## src/design/cuh_pkg.sv

```systemverilog
package cuh_pkg;

   localparam int NUM_HIST = 7;

   typedef enum logic [1:0] {
      CMD_SAMPLE = 2'd0,
      CMD_RECORD = 2'd1,
      CMD_CLEAR  = 2'd2,
      CMD_READ   = 2'd3
   } cmd_type;

   typedef enum logic [3:0] {
      ST_INIT,
      ST_IDLE,
      ST_DIV_START,
      ST_DIV_WAIT,
      ST_BUMP_READ,
      ST_BUMP_WRITE,
      ST_CLEAR,
      ST_READ,
      ST_READ_WAIT,
      ST_DONE
   } state_type;

   // controller to datapath
   typedef struct packed {
      logic       load;
      logic       div_start;
      logic       mem_rd;
      logic       mem_wr_inc;
      logic       mem_clr;
      logic       next_hist;
      logic       record_upd;
      logic       finish;
      logic       out_take;
   } cmd_bus_type;

   // datapath to controller
   typedef struct packed {
      logic       do_sample;
      logic       do_record;
      logic       div_busy;
      logic       last_hist;
      logic       last_clear;
      logic       out_full;
   } status_type;

   localparam logic [31:0] PCT_SCALE = 32'd100;

endpackage

```

## src/design/cuh_control.sv

```systemverilog
module cuh_control import cuh_pkg::*; (
   input  logic        clock,
   input  logic        reset,
   input  logic        req_valid,
   output logic        req_ready,
   input  cmd_type     req_command,
   input  status_type  stat,
   output cmd_bus_type ctl
);

   state_type state_ff, state_in;

   always_comb begin
      state_in = state_ff;
      case (state_ff)
         ST_INIT:       state_in = stat.last_clear ? ST_IDLE : ST_INIT;
         ST_IDLE: begin
            if (req_valid) begin
               case (req_command)
                  CMD_SAMPLE: state_in = ST_DIV_START;
                  CMD_CLEAR:  state_in = ST_CLEAR;
                  CMD_READ:   state_in = ST_READ;
                  default:    state_in = ST_DONE;
               endcase
            end
         end
         ST_DIV_START: state_in = stat.do_sample ? ST_DIV_WAIT : ST_DONE;
         ST_DIV_WAIT: begin
            if (!stat.div_busy) begin
               if (!stat.last_hist)  state_in = ST_DIV_START;
               else if (stat.do_record) state_in = ST_BUMP_READ;
               else                  state_in = ST_DONE;
            end
         end
         ST_BUMP_READ:  state_in = ST_BUMP_WRITE;
         ST_BUMP_WRITE: state_in = stat.last_hist ? ST_DONE : ST_BUMP_READ;
         ST_CLEAR:      state_in = stat.last_clear ? ST_DONE : ST_CLEAR;
         ST_READ:       state_in = ST_READ_WAIT;
         ST_READ_WAIT:  state_in = ST_DONE;
         // wait here while the previous result is still unclaimed
         ST_DONE:       state_in = stat.out_full ? ST_DONE : ST_IDLE;
         default:       state_in = ST_IDLE;
      endcase
   end

   always_comb begin
      ctl       = '0;
      req_ready = 1'b0;
      case (state_ff)
         ST_INIT:       ctl.mem_clr = 1'b1;
         ST_IDLE: begin
            req_ready = 1'b1;
            ctl.load  = req_valid;
         end
         ST_DIV_START: begin
            ctl.div_start = stat.do_sample;
         end
         ST_DIV_WAIT: begin
            ctl.out_take  = !stat.div_busy;
            ctl.next_hist = !stat.div_busy;
         end
         ST_BUMP_READ:  ctl.mem_rd = 1'b1;
         ST_BUMP_WRITE: begin
            ctl.mem_wr_inc = 1'b1;
            ctl.next_hist  = 1'b1;
         end
         ST_CLEAR:      ctl.mem_clr = 1'b1;
         ST_READ:       ctl.mem_rd = 1'b1;
         ST_READ_WAIT:  ctl.mem_rd = 1'b0;
         ST_DONE: begin
            ctl.record_upd = !stat.out_full;
            ctl.finish     = !stat.out_full;
         end
         default: ctl = '0;
      endcase
   end

   always_ff @(posedge clock) begin
      if (reset) begin
         state_ff <= ST_INIT;
      end else begin
         state_ff <= state_in;
      end
   end

endmodule

```

## config.mk

```make
export PLATFORM = sky130hd
export DESIGN_NAME = cuh_control
export DESIGN_NICKNAME = d
export VERILOG_FILES = /design/src/design/cuh_pkg.sv /design/src/design/cuh_control.sv
export SDC_FILE = /design/constraint.sdc
export NUM_CORES = 1
export LEC_CHECK = 0
export BUFFER_PORTS_ARGS = -buffer_cell sky130_fd_sc_hd__buf_2
export CORE_AREA = 10 10 47 49
export CTS_BUF_LIST = sky130_fd_sc_hd__clkbuf_16
export CTS_CLUSTER_SIZE = 40
export DETAILED_ROUTE_END_ITERATION = 16
export DIE_AREA = 0 0 57 59
export RECOVER_POWER = 25
export SYNTH_ARGS = -nofsm -noshare
export SYNTH_HDL_FRONTEND = slang
export SYNTH_SLANG_ARGS = --single-unit
```

## constraint.sdc

```tcl
create_clock -name clock -period 1.9 [get_ports clock]
set_input_delay 0.095 -clock clock [delete_from_list [all_inputs] [get_ports clock]]
set_output_delay 0.095 -clock clock [all_outputs]
set_load 0.02 [all_outputs]
```

==> results of run 1 <==
worst max-delay path, stage by stage (launching register included):
cell     delay, ns
dfxtp_1       0.43
or4b_1        0.68
nor2_1        0.12
buf_2         0.17
per-layer routing:
layer	global-route usage [%]	share of wire, %	up-vias
met5	0	0	-
met4	4.03	1.1	0
met3	3.86	10	2
met2	10.9	40	19
met1	9.79	49	229
li1	-	-	271
cells in the mapped netlist:
cell type	instances	area [um2]
nand2b_1	4	25.0
a311o_1	1	10.0
a21oi_1	3	15.0
buf_4	2	15.0
nand4b_1	1	8.76
or4b_4	1	13.8
nor2_1	6	22.5
o21ai_0	3	15.0
a221oi_1	1	8.76
o22ai_1	2	12.5
xor2_1	1	8.76
dfxtp_1	4	80.1
o31ai_1	1	7.51
nand2_1	4	15.0
nand3b_1	1	7.51
nand4bb_1	1	11.3
o221ai_4	1	26.3
o21bai_1	1	7.51
inv_1	5	18.8
a311oi_1	1	8.76
nor3_1	2	10.0
nor2b_1	3	18.8
a2111oi_2	1	15.0
and3_1	2	12.5
buf_2	2	10.0
o32ai_1	1	8.76
a21o_1	1	7.51
clkbuf_1	2	7.51
a41oi_1	1	8.76
nand3_1	1	5.00
a31oi_1	3	18.8
layout make-up:
cell class	count	share of cell area [%]
clock buffers	3	12.0
well taps	16	3.19
repair buffers	21	17.2
multi-input cells	48	51.9
inverters	5	2.99
flip-flops and latches	4	12.8
logic make-up (layout without fill, tap and decap cells):
logic type	Yosys count	after routing	share of synthesized area, %
AO/OA/AOI/OAI	21	21	37.0
XOR/XNOR	1	1	1.90
buffers and inverters	11	29	11.1
flip-flops	4	4	17.4
AND/OR/NAND/NOR	26	26	32.6
power breakdown:
| part | internal, W | switching [W] | total (W) |
|---|---|---|---|
| logic | 0.000258 | 0.000343 | 0.000602 |
| clock network | 0.000269 | 0.0000620 | 0.000331 |
| registers | 0.000121 | 0.000110 | 0.000232 |
metrics by stage:
stage,setup WS [ns],cells
floorplan,0.541,63
global placement,0.410,94
detailed placement,0.382,94
CTS,0.247,97
global route,0.120,97
finish,0.174,97
layout by cell type, fill, tap and decap left out:
cell type   n
nand3b_1    1
o31ai_1     1
a41oi_1     1
a21oi_1     3
nand3_1     1
nor2_1      6
o21bai_1    1
o32ai_1     1
a21o_1      1
xor2_1      1
or4b_1      1
nor3_1      2
a31oi_1     3
clkbuf_16   3
nand2b_1    4
buf_2      20
a311oi_1    1
nand4b_1    1
dfxtp_1     4
a311o_1     1
nand2_1     4
buf_4       1
nand4bb_1   1
o22ai_1     2
a221oi_1    1
o221ai_4    1
inv_1       5
and3_1      2
a2111oi_2   1
nor2b_1     3
o21ai_0     3
final timing paths:
check / to / slack, ns / cells after the start
setup / recovery: ctl[8] / 0.17 / 3
hold reg to reg: state_ff[2]$_SDFFE_PP0P_ / 0.67 / 1
hold / removal: state_ff[0]$_SDFFE_PP0P_ / 0.06 / 2
setup reg to reg: state_ff[1]$_SDFFE_PP0P_ / 0.30 / 3
==> impl_metrics.env, run 1 <==
export IMPL_path_max_fanout=13
export IMPL_slew_headroom_pct=70.2
export IMPL_wl_mm=1.34
export IMPL_syn_inst=63
export IMPL_insertion_delay_ns=0.23
export IMPL_grt_pass1_vias=491
export IMPL_netlist_area_um2=460
export IMPL_largest_reg_flops=4
export IMPL_synth_cell_type_count=31
export IMPL_drive_gt1_share_pct=32.1
export IMPL_portBuffers=20
export IMPL_drt_pass1_iter_count=4
export IMPL_cts_resized=0
export IMPL_min_from="reset"
export IMPL_rows=14
export IMPL_postRouteAntennaNets=0
export IMPL_drv_cap=0
export IMPL_design_core_area_um2=1400
export IMPL_die_width_um=57
export IMPL_utilization_pct=44.7
export IMPL_finalCriticalPeriod_ns=1.73
export IMPL_status="complete, no violations"
export IMPL_num_vias=521
export IMPL_detail_route_wl_per_cell_um=13.8
export IMPL_hold_class="input pin to register"
export IMPL_critPathKind="register to primary output"
export IMPL_holdWs_ns=0.0581
export IMPL_reg_top3="state_ff: 4 flops"
export IMPL_die_area_um2=3360
export IMPL_skew_ns=0.00486
export IMPL_cts_htree_levels=1
export IMPL_reg2reg_from="state_ff[1]$_SDFFE_PP0P_"
export IMPL_cts_setup_buffers=0
export IMPL_slew_violations=0
export IMPL_io_pins=21
export IMPL_crit_start="state_ff[1]$_SDFFE_PP0P_"
export IMPL_multi_input_area_um2=325
export IMPL_synth_nets=74
export IMPL_routabilityCongestion=0.784
export IMPL_required_ns=1.80
export IMPL_overflow=0
export IMPL_grt_first_pass_wirelength_mm=2.21
export IMPL_avgSynthCellArea_um2=7.31
export IMPL_avgViaCountPerCell=5.37
export IMPL_vdd_ir_drop_worst_mv=0.816
export IMPL_fmax_ghz=0.579
export IMPL_arrival_ns=1.63
export IMPL_endpoint_kind="primary output"
export IMPL_nFillCells=155
export IMPL_grt_max_degree=15
export IMPL_dr_first_iter_drc_count=1
export IMPL_cts_buffers_inserted=3
export IMPL_ctsRootBufferMaster="clkbuf_16"
export IMPL_worst_pin_slew_ns=0.446
export IMPL_antenna_cells=0
export IMPL_seq_area_frac_synth_pct=17.4
export IMPL_clock_sinks=4
export IMPL_rsz0062_at_grt="false"
export IMPL_powerDensity_nw_per_um2=1860
export IMPL_grt_antenna_before_repair=0
export IMPL_seq_area_um2=80.1
export IMPL_synth_seq_cells=4
export IMPL_setup_violations=0
export IMPL_total_power_w=0.00116
export IMPL_grt_use_total_pct=7.88
export IMPL_yosys_warnings=0
export IMPL_hold_viol_final=0
export IMPL_place_area_um2=556
export IMPL_start_util_pct=32.9
export IMPL_cts_hold_buf=0
export IMPL_power_leakage_nw=0.285
export IMPL_die_h_um=59
export IMPL_clk_pin_slew_ns=0.03
export IMPL_cts_tree="done"
export IMPL_start_kind="register"
export IMPL_period_share_pct=90.8
export IMPL_hpwlAfterDp_mm=1.04
export IMPL_drc=0
export IMPL_area_growth_pct=36.1
export IMPL_largest_register="state_ff"
export IMPL_clk_path_buf_depth=2
export IMPL_finalInstanceArea_um2=627
export IMPL_final_nets=94
export IMPL_tns_ns=0
Note: power is estimated with default switching activity, not from simulation.
==> run 2, diff against run 1 <==
--- a/config.mk
+++ b/config.mk
@@ -6,11 +6,14 @@
 export NUM_CORES = 1
 export LEC_CHECK = 0
 export BUFFER_PORTS_ARGS = -buffer_cell sky130_fd_sc_hd__buf_2
-export CORE_AREA = 10 10 47 49
+export CELL_PAD_IN_SITES_DETAIL_PLACEMENT = 1
+export CELL_PAD_IN_SITES_GLOBAL_PLACEMENT = 1
+export CORE_MARGIN = 10
+export CORE_UTILIZATION = 30
 export CTS_BUF_LIST = sky130_fd_sc_hd__clkbuf_16
 export CTS_CLUSTER_SIZE = 40
 export DETAILED_ROUTE_END_ITERATION = 16
-export DIE_AREA = 0 0 57 59
+export PLACE_DENSITY = 0.84
 export RECOVER_POWER = 25
 export SYNTH_ARGS = -nofsm -noshare
 export SYNTH_HDL_FRONTEND = slang
==> impl_metrics.env, run 2 (same netlist as run 1, synthesis figures left out) <==
export IMPL_status="complete, no violations"
export IMPL_setup_violations=0
export IMPL_final_common_cell="buf_2"
export IMPL_tns_ns=0
export IMPL_drt_pass1_iter_count=4
export IMPL_slew_headroom_pct=68.9
export IMPL_dp_slack_ns=0.342
export IMPL_grt_max_degree=15
export IMPL_clock_sinks=4
export IMPL_grt_first_pass_wirelength_mm=2.84
export IMPL_wl_mm=1.68
export IMPL_path_max_fanout=13
export IMPL_cts_htree_levels=1
export IMPL_critPathKind="register to primary output"
export IMPL_worst_pin_slew_ns=0.466
export IMPL_routabilityCongestion=0.827
export IMPL_placedCellCount=94
export IMPL_detail_route_wl_per_cell_um=17.3
export IMPL_avgViaCountPerCell=5.86
export IMPL_insertion_delay_ns=0.23
export IMPL_powerDensity_nw_per_um2=1920
export IMPL_fmax_ghz=0.598
export IMPL_regToRegSetupSlack_ns=0.35
export IMPL_grt_pass1_vias=614
export IMPL_cts_hold_buf=0
export IMPL_grt_use_total_pct=10.1
export IMPL_design_core_area_um2=1470
export IMPL_hpwlAfterDp_mm=1.25
export IMPL_drive_gt1_share_pct=32.1
export IMPL_cts_tree="done"
export IMPL_vdd_ir_drop_worst_mv=0.584
export IMPL_num_vias=568
export IMPL_holdWs_ns=0.0751
export IMPL_grt_busiest_layer="met2"
export IMPL_reg_top3="state_ff: 4 flops"
export IMPL_drv_cap=0
export IMPL_finalCriticalPeriod_ns=1.67
export IMPL_postRouteAntennaNets=0
export IMPL_grt_use_met1_pct=10.7
export IMPL_arrival_ns=1.58
export IMPL_slew_violations=0
export IMPL_die_area_um2=3500
export IMPL_die_width_um=59.2
export IMPL_portBuffers=20
export IMPL_required_ns=1.80
export IMPL_rsz0062_at_grt="false"
export IMPL_cts_buffers_inserted=3
export IMPL_cts_resized=0
export IMPL_largest_register="state_ff"
export IMPL_finalWorstSetupSlack_ns=0.228
export IMPL_use_met2_pct=15.8
export IMPL_hold_class="input pin to register"
export IMPL_reg2reg_from="state_ff[1]$_SDFFE_PP0P_"
export IMPL_overflow=0
export IMPL_holdPathEnd="state_ff[0]$_SDFFE_PP0P_"
export IMPL_period_share_pct=88.0
export IMPL_dr_first_iter_drc_count=11
export IMPL_final_cell_mix="19 x buf_2, 6 x nor2_1, 5 x inv_1"
export IMPL_cts_setup_buffers=0
export IMPL_min_from="reset"
export IMPL_hold_viol_final=0
export IMPL_reg2reg_depth=3
export IMPL_start_kind="register"
export IMPL_largest_reg_flops=4
export IMPL_die_h_um=59.2
export IMPL_finalNonFillerCells=97
export IMPL_clk_pin_slew_ns=0.03
export IMPL_ctsRootBufferMaster="clkbuf_16"
export IMPL_r2r_end="state_ff[1]$_SDFFE_PP0P_"
export IMPL_power_leakage_nw=0.282
export IMPL_final_nets=94
export IMPL_antenna_cells=0
export IMPL_min_path_cells=2
export IMPL_endpoint_kind="primary output"
export IMPL_grt_antenna_before_repair=0
export IMPL_rows=14
export IMPL_area_growth_pct=36.7
export IMPL_gr_usage_met3_pct=3.65
export IMPL_start_util_pct=31.3
export IMPL_io_pins=21
export IMPL_drc=0
export IMPL_clk_path_buf_depth=2
export IMPL_skew_ns=0.00248
[run 2: cell types whose count changed in the layout (fill, tap and decap cells not counted)]
cell,previous run,this run
or4b_1,1,0
or4b_4,0,1
buf_2,20,19
clkbuf_1,0,1
[run 2: layer usage]
layer	vias up	part of all wire (%)
li1	272	-
met1	265	43
met2	22	44
met3	9	7.6
met4	0	5.4
met5	-	0
[run 2: area by class of cell]
type,instances,area (um2)
fillers,196,842
flip-flops and latches,4,80.1
clock buffers,3,75.1
repair buffers,21,106
multi-input cells,48,329
inverters,5,18.8
well taps,16,20.0
[run 2: power by group]
part	internal (W)	leakage, nW	total (W)	switching [W]
clock	0.000270	0.0370	0.000335	0.0000658
sequential	0.000121	0.0329	0.000231	0.000109
combinational	0.000269	0.212	0.000645	0.000376
[run 2: per-stage QoR]
stage               utilization [%]  instance area (um2)  total power [W]
finish                         42.8                  629          0.00121
global route                   42.8                  629          0.00130
CTS                            42.9                  631          0.00122
detailed placement             37.8                  556         0.000874
global placement               37.8                  556         0.000851
floorplan                         -                  460         0.000708
[run 2: critical path, cell delays in order, from the launching register on]
cell	delay [ns]
dfxtp_1	0.44
or4b_4	0.64
nor2_1	0.10
buf_2	0.17
[run 2: worst max-delay path by stage]
| stage | startpoint | to | depth (start not counted) |
|---|---|---|---|
| 2_1_floorplan | state_ff[0]$_SDFFE_PP0P_ | ctl[6] | 4 |
| 3_3_place_gp | state_ff[1]$_SDFFE_PP0P_ | state_ff[1]$_SDFFE_PP0P_ | 3 |
| 3_5_place_dp | state_ff[1]$_SDFFE_PP0P_ | state_ff[1]$_SDFFE_PP0P_ | 3 |
| 4_1_cts | state_ff[1]$_SDFFE_PP0P_ | ctl[8] | 3 |
| 5_1_grt | state_ff[1]$_SDFFE_PP0P_ | ctl[8] | 3 |
| 6_report | state_ff[1]$_SDFFE_PP0P_ | ctl[8] | 3 |
